===== src/rtl/core/u2p_pkg.sv =====
package u2p_pkg;

    typedef enum logic
    {
        REQ_RX   = 1'b0,
        REQ_TICK = 1'b1
    } req_kind_t;

    localparam logic [7:0] DUTY_RESET       = 8'd128;
    localparam logic [2:0] LAST_PHASE       = 3'd7;
    localparam logic [2:0] TX_PHASE         = 3'd0;
    localparam int         SAMPLE_PHASE_BIT = 1;
    localparam int         LEVEL_W          = 12;

    // per-item info carried from the control stage to the output stage
    typedef struct packed
    {
        logic               pwm_updated;
        logic               pop;
        logic               tx_valid;
        logic [7:0]         tx_byte;
        logic               overflow;
        logic [LEVEL_W-1:0] fifo_level;
    } s1_info_t;

endpackage


===== src/rtl/core/u2p_in_if.sv =====
interface u2p_in_if;
    logic       valid;
    logic       ready;
    logic       req_type;
    logic [7:0] rx_byte;
    logic [7:0] adc_value;

    modport source
    (
        output valid, req_type, rx_byte, adc_value,
        input  ready
    );

    modport sink
    (
        input  valid, req_type, rx_byte, adc_value,
        output ready
    );
endinterface


===== src/rtl/core/u2p_ctrl.sv =====
module u2p_ctrl #(
    parameter int DEPTH = 2048,
    parameter int AW    = 11,
    parameter int CW    = 12
) (
    input  logic              clk,
    input  logic              rst_n,
    u2p_in_if.sink            req,
    input  logic              s1_advance,
    output logic              s1_valid,
    output u2p_pkg::s1_info_t s1_info,
    output logic              ram_wr_en,
    output logic [AW-1:0]     ram_wr_addr,
    output logic [7:0]        ram_wr_data,
    output logic              ram_rd_en,
    output logic [AW-1:0]     ram_rd_addr
);
    import u2p_pkg::*;

    localparam logic [AW-1:0] LAST_IDX   = AW'(DEPTH - 1);
    localparam logic [CW-1:0] FULL_COUNT = CW'(DEPTH);

    logic [AW-1:0] wr_idx_reg, wr_idx_next;
    logic [AW-1:0] rd_idx_reg, rd_idx_next;
    logic [CW-1:0] count_reg, count_next;
    logic [2:0]    phase_reg, phase_next;
    logic          toggle_reg, toggle_next;
    logic [7:0]    first_reg, first_next;
    logic [7:0]    second_reg, second_next;
    logic          s1_valid_reg, s1_valid_next;
    s1_info_t      s1_info_reg, s1_info_next;

    logic accept;
    logic is_rx;
    logic push;
    logic tick;
    logic upd;
    logic pop;
    logic samp;
    logic [8:0] pair_sum;

    assign req.ready = !s1_valid_reg || s1_advance;
    assign accept    = req.valid && req.ready;
    assign is_rx     = (req.req_type == REQ_RX);
    assign push      = accept && is_rx && (count_reg != FULL_COUNT);
    assign tick      = accept && !is_rx;
    assign upd       = tick && (phase_reg == LAST_PHASE);
    assign pop       = upd && (count_reg != '0);
    assign samp      = tick && phase_reg[SAMPLE_PHASE_BIT];
    assign pair_sum  = {1'b0, first_reg} + {1'b0, second_reg};

    always_comb
    begin
        wr_idx_next = wr_idx_reg;
        rd_idx_next = rd_idx_reg;
        count_next  = count_reg;
        phase_next  = phase_reg;
        toggle_next = toggle_reg;
        first_next  = first_reg;
        second_next = second_reg;

        if (push)
        begin
            wr_idx_next = (wr_idx_reg == LAST_IDX) ? '0 : wr_idx_reg + 1'b1;
            count_next  = count_reg + 1'b1;
        end
        if (pop)
        begin
            rd_idx_next = (rd_idx_reg == LAST_IDX) ? '0 : rd_idx_reg + 1'b1;
            count_next  = count_reg - 1'b1;
        end
        if (samp)
        begin
            if (toggle_reg)
            begin
                second_next = req.adc_value;
            end
            else
            begin
                first_next = req.adc_value;
            end
            toggle_next = !toggle_reg;
        end
        if (tick)
        begin
            phase_next = phase_reg + 1'b1;
        end
    end

    always_comb
    begin
        s1_valid_next = s1_valid_reg;
        s1_info_next  = s1_info_reg;
        if (req.ready)
        begin
            s1_valid_next            = accept;
            s1_info_next.pwm_updated = upd;
            s1_info_next.pop         = pop;
            s1_info_next.tx_valid    = tick && (phase_reg == TX_PHASE);
            s1_info_next.tx_byte     = (tick && (phase_reg == TX_PHASE)) ? pair_sum[8:1] : 8'd0;
            s1_info_next.overflow    = accept && is_rx && (count_reg == FULL_COUNT);
            s1_info_next.fifo_level  = LEVEL_W'(count_next);
        end
    end

    always_ff @(posedge clk or negedge rst_n)
    begin
        if (!rst_n)
        begin
            wr_idx_reg   <= '0;
            rd_idx_reg   <= '0;
            count_reg    <= '0;
            phase_reg    <= '0;
            toggle_reg   <= 1'b0;
            first_reg    <= '0;
            second_reg   <= '0;
            s1_valid_reg <= 1'b0;
        end
        else
        begin
            wr_idx_reg   <= wr_idx_next;
            rd_idx_reg   <= rd_idx_next;
            count_reg    <= count_next;
            phase_reg    <= phase_next;
            toggle_reg   <= toggle_next;
            first_reg    <= first_next;
            second_reg   <= second_next;
            s1_valid_reg <= s1_valid_next;
        end
    end

    always_ff @(posedge clk)
    begin
        s1_info_reg <= s1_info_next;
    end

    assign s1_valid    = s1_valid_reg;
    assign s1_info     = s1_info_reg;
    assign ram_wr_en   = push;
    assign ram_wr_addr = wr_idx_reg;
    assign ram_wr_data = req.rx_byte;
    assign ram_rd_en   = pop;
    assign ram_rd_addr = rd_idx_reg;

endmodule


===== src/flat_wrapper.sv =====
// flat-port wrapper written by rule: the top's interface ports become plain ports
module u2p_ctrl_flat import u2p_pkg::*;
#(
    parameter int DEPTH = 2048,
    parameter int AW    = 11,
    parameter int CW    = 12
)
  (clk, rst_n, s1_advance, s1_valid, s1_info, ram_wr_en, ram_wr_addr, ram_wr_data, ram_rd_en, ram_rd_addr, req_valid, req_req_type, req_rx_byte, req_adc_value, req_ready);
  u2p_in_if req_i ();
  input  logic clk;
  input  logic rst_n;
  input  logic s1_advance;
  output logic s1_valid;
  output u2p_pkg::s1_info_t s1_info;
  output logic ram_wr_en;
  output logic [AW-1:0] ram_wr_addr;
  output logic [7:0] ram_wr_data;
  output logic ram_rd_en;
  output logic [AW-1:0] ram_rd_addr;
  input wire logic [$bits(req_i.valid)-1:0] req_valid;
  input wire logic [$bits(req_i.req_type)-1:0] req_req_type;
  input wire logic [$bits(req_i.rx_byte)-1:0] req_rx_byte;
  input wire logic [$bits(req_i.adc_value)-1:0] req_adc_value;
  output wire logic [$bits(req_i.ready)-1:0] req_ready;
  assign req_i.valid = req_valid;
  assign req_i.req_type = req_req_type;
  assign req_i.rx_byte = req_rx_byte;
  assign req_i.adc_value = req_adc_value;
  assign req_ready = req_i.ready;
  u2p_ctrl #(.DEPTH(DEPTH), .AW(AW), .CW(CW)) u_core (.clk(clk), .rst_n(rst_n), .req(req_i), .s1_advance(s1_advance), .s1_valid(s1_valid), .s1_info(s1_info), .ram_wr_en(ram_wr_en), .ram_wr_addr(ram_wr_addr), .ram_wr_data(ram_wr_data), .ram_rd_en(ram_rd_en), .ram_rd_addr(ram_rd_addr));
endmodule

===== config.mk =====
export PLATFORM = sky130hd
export DESIGN_NAME = u2p_ctrl_flat
export DESIGN_NICKNAME = d
export VERILOG_FILES = /design/src/rtl/core/u2p_pkg.sv /design/src/rtl/core/u2p_in_if.sv /design/src/rtl/core/u2p_ctrl.sv /design/src/flat_wrapper.sv
export SDC_FILE = /design/constraint.sdc
export NUM_CORES = 1
export LEC_CHECK = 0
export BUFFER_PORTS_ARGS = -buffer_cell sky130_fd_sc_hd__buf_2
export CELL_PAD_IN_SITES_DETAIL_PLACEMENT = 0
export CELL_PAD_IN_SITES_GLOBAL_PLACEMENT = 2
export CORE_MARGIN = 8
export CORE_UTILIZATION = 32
export DETAILED_ROUTE_END_ITERATION = 16
export PLACE_DENSITY_LB_ADDON = 0.1
export SETUP_SLACK_MARGIN = 0.1
export SYNTH_ARGS = -nofsm -noshare
export SYNTH_HDL_FRONTEND = slang
export SYNTH_SLANG_ARGS = --single-unit
export TNS_END_PERCENT = 10

===== constraint.sdc =====
create_clock -name clk -period 1.92 [get_ports clk]
set_input_delay 0 -clock clk [delete_from_list [all_inputs] [get_ports clk]]
set_output_delay 0 -clock clk [all_outputs]
set_load 0.005 [all_outputs]

==> results.py <==
metrics = {
    "synth": {
        "synth_area_um2": 3920,
        "synth_edf_count": 24,
        "synth.largest_area_cell": "dfrtp_1",
        "yosysSeqAreaShare_pct": 53.5,
        "yosysTopAreaCellShare_pct": 35.1,
        "synth.distinct_cells": 61,
        "yosys_warnings": 0,
        "yosys-top-cells-area": "dfrtp_1 (35%), edfxtp_1 (18%), mux2_2 (5.2%)",
        "syn_nets": 366,
        "asyncSetResetFlopFracSynth_pct": 69.6,
        "synth_area_per_cell_um2": 11.9,
        "syn-instance-count": 330,
        "ys_seq_elements": 79,
        "ys.flop_type": "dfrtp_1",
    },
    "setup_path": {
        "end_kind": "flip-flop",
        "crit_path_max_fanout": 4,
        "critPathLaunchType": "flip-flop",
        "crit_chain": "nor4_4 -> buf_4 -> nand2_2 -> nor4_4 -> o22ai_4 -> xnor2_2",
        "worstPathArrival_ns": 1.93,
        "cp.required_ns": 2.00,
        "path_common_cell": "nor4_4",
        "critical_path_class": "reg -> reg",
        "worst_path_max_delay_cell": "dfrtp_1",
        "slowest_delay_ns": 0.42,
    },
    "floorplanning": {
        "num_rows": 40,
        "die_x_um": 127,
        "initial_utilization_pct": 32.8,
        "dieHeight_um": 127,
        "boundaryPins": 79,
        "die-area_um2": 16000,
        "core_area_um2": 12000,
    },
    "route": {
        "drt_first_iter_violations": 108,
        "wl_per_cell_um": 16.1,
        "drt-total-wl_mm": 9.56,
        "viasPerCell": 4.86,
        "num_vias": 2885,
        "firstDrtPassIters": 4,
        "drc": 0,
        "ant_nets": 0,
    },
    "clocking": {
        "worstSkewPairLatency_ns": 0.34,
        "clock_tree.root_cell": "clkbuf_16",
        "cts_tree": "yes",
        "path_clk_slew_ns": 0.06,
        "cts_sinks": 79,
        "cts_max_level": 3,
        "cts_buffers": 9,
        "clock_path_buffers": 2,
    },
    "power_and_ir_drop": {
        "cellLeakagePower_nw": 2.42,
        "ir_drop_mv": 0.676,
        "power_per_cell_area_nw_per_um2": 1280,
    },
    "layout": {
        "drive_gt1_share_pct": 40.3,
        "fill_cells": 1134,
        "final_cell_mix": "buf_2 (61), dfrtp_1 (55), buf_4 (36), edfxtp_1 (24), nand2_1 (20)",
        "post-route-util_pct": 44.3,
        "syn_to_final_growth_pct": 35.4,
        "final_common_cell": "buf_2",
        "n_antenna_cell": 0,
        "largest_reg_flops": 24,
        "fin_nets": 478,
    },
    "sta": {
        "max_slew.worst_pin.slew_ns": 0.560,
        "final-hold-violation-count": 0,
        "setup_viol": 0,
        "tns_ns": 0,
        "rsz0062_at_grt": "true",
        "final.min_clock_period_ns": 1.84,
        "post-route-period-util_pct": 96.1,
        "slew-limit-headroom_pct": 62.7,
        "max_freq_mhz": 542,
        "slew_violations": 0,
        "skew_ns": 0.00350,
    },
    "placed_design": {
        "gp_congestion": 0.768,
        "dp_hpwl_mm": 6.93,
        "io_buffers": 62,
    },
    "global_route": {
        "grt_pass1_vias": 3097,
        "gr-total-overflow": 0,
        "grt_start_max_net_pins": 36,
        "grt_pass1_wl_mm": 16.2,
        "antenna_found_initial": 0,
        "grt_usage_pct": 12.8,
    },
    "worst_hold_path": {
        "hold_path.class": "in -> out",
    },
    "flow_run": {
        "cap_violations": 0,
    },
    "run_status": {
        "outcome": "finished, final reports clean",
    },
}
kinds of logic after synthesis:
kind of cell,count (synthesis),synth area share (%)
adder cells (fa/ha/maj),15,4.98
AO/OA/AOI/OAI,45,8.14
flip-flops,79,53.5
AND/OR/NAND/NOR,117,17.9
multiplexers,18,5.17
XOR/XNOR,27,6.04
buffers and inverters,29,4.22
where the power goes:
| part | leakage, nW | switching [mW] | internal [mW] |
|---|---|---|---|
| clock network | 0.149 | 0.676 | 1.13 |
| logic | 1.34 | 1.15 | 1.25 |
| registers | 0.941 | 0.346 | 2.25 |
synthesized netlist by cell type, types with 8 or more instances:
| master | count |
|---|---|
| nand2_1 | 21 |
| and3_1 | 8 |
| inv_1 | 12 |
| ha_1 | 14 |
| dfrtp_1 | 55 |
| xnor2_1 | 13 |
| xor2_1 | 14 |
| buf_4 | 10 |
| nor2_1 | 18 |
| mux2_2 | 18 |
| nand3_1 | 18 |
| edfxtp_1 | 24 |
| o21ai_0 | 12 |
worst paths after layout:
| check | to | slack, ns | startpoint | depth (start not counted) |
|---|---|---|---|---|
| setup / recovery | u_core.s1_info[9] | 0.08 | u_core.count_reg[8] | 6 |
| hold reg to reg | u_core.ram_rd_addr[6] | 0.51 | u_core.ram_rd_addr[6] | 1 |
| max in group asynchronous | u_core.ram_rd_addr[0] | 1.15 | rst_n | 3 |
| min in group asynchronous | u_core.ram_wr_addr[9] | 0.18 | rst_n | 2 |
| hold / removal | ram_wr_data[6] | 0.000002 | req_rx_byte[6] | 0 |
| setup reg to reg | u_core.s1_info[9] | 0.08 | u_core.count_reg[8] | 6 |
critical path, delay by kind of cell (launching register included):
kind            cells  cell delay, ns
flops               1            0.42
simple gates        3            0.69
compound gates      1            0.13
xor+xnor            1            0.16
buf+inv             1            0.19
repair_timing:
action | 4_1_cts | 5_1_grt
pin swaps | 4 | 14
gates cloned | 0 | 0
resized for setup | 3 | 34
buffers inserted | 4 | 3
hold endpoints to repair | 38 | 0
hold buffers | 11 | 0
endpoints found under the setup margin | 17 | 41
per-stage QoR:
step                setup WS, ns  area, um^2  hold slack, ns  cells  power (mW)
CTS                       0.0427        5110       0.0000601    591        6.81
floorplan                 0.0853        3980          -0.296    330        3.99
finish                    0.0753        5300      0.00000167    594        6.80
global route             -0.0191        5300      0.00000797    594        7.31
detailed placement       -0.0677        4660       0.0000601    560        4.86
global placement         -0.0801        4660       0.0000601    560        4.84
metal layers:
layer | routed length [um] | vias up | track usage (%)
met5 | 0 | - | 0
li1 | - | 1412 | -
met1 | 4180 | 1399 | 15.2
met4 | 244 | 0 | 6.51
met3 | 359 | 18 | 2.93
met2 | 4780 | 56 | 21.2
final cells by class:
type	count	area, um^2	area share [%]
Timing Repair Buffer	114	779	14.7
Multi-Input combinational cell	222	1860	35.0
Sequential cell	79	2100	39.5
Clock inverter	5	72.6	1.37
Clock buffer	11	233	4.39
Tap cell	147	184	3.47
Inverter	16	82.6	1.56
Note: power is estimated with default switching activity, not from simulation.
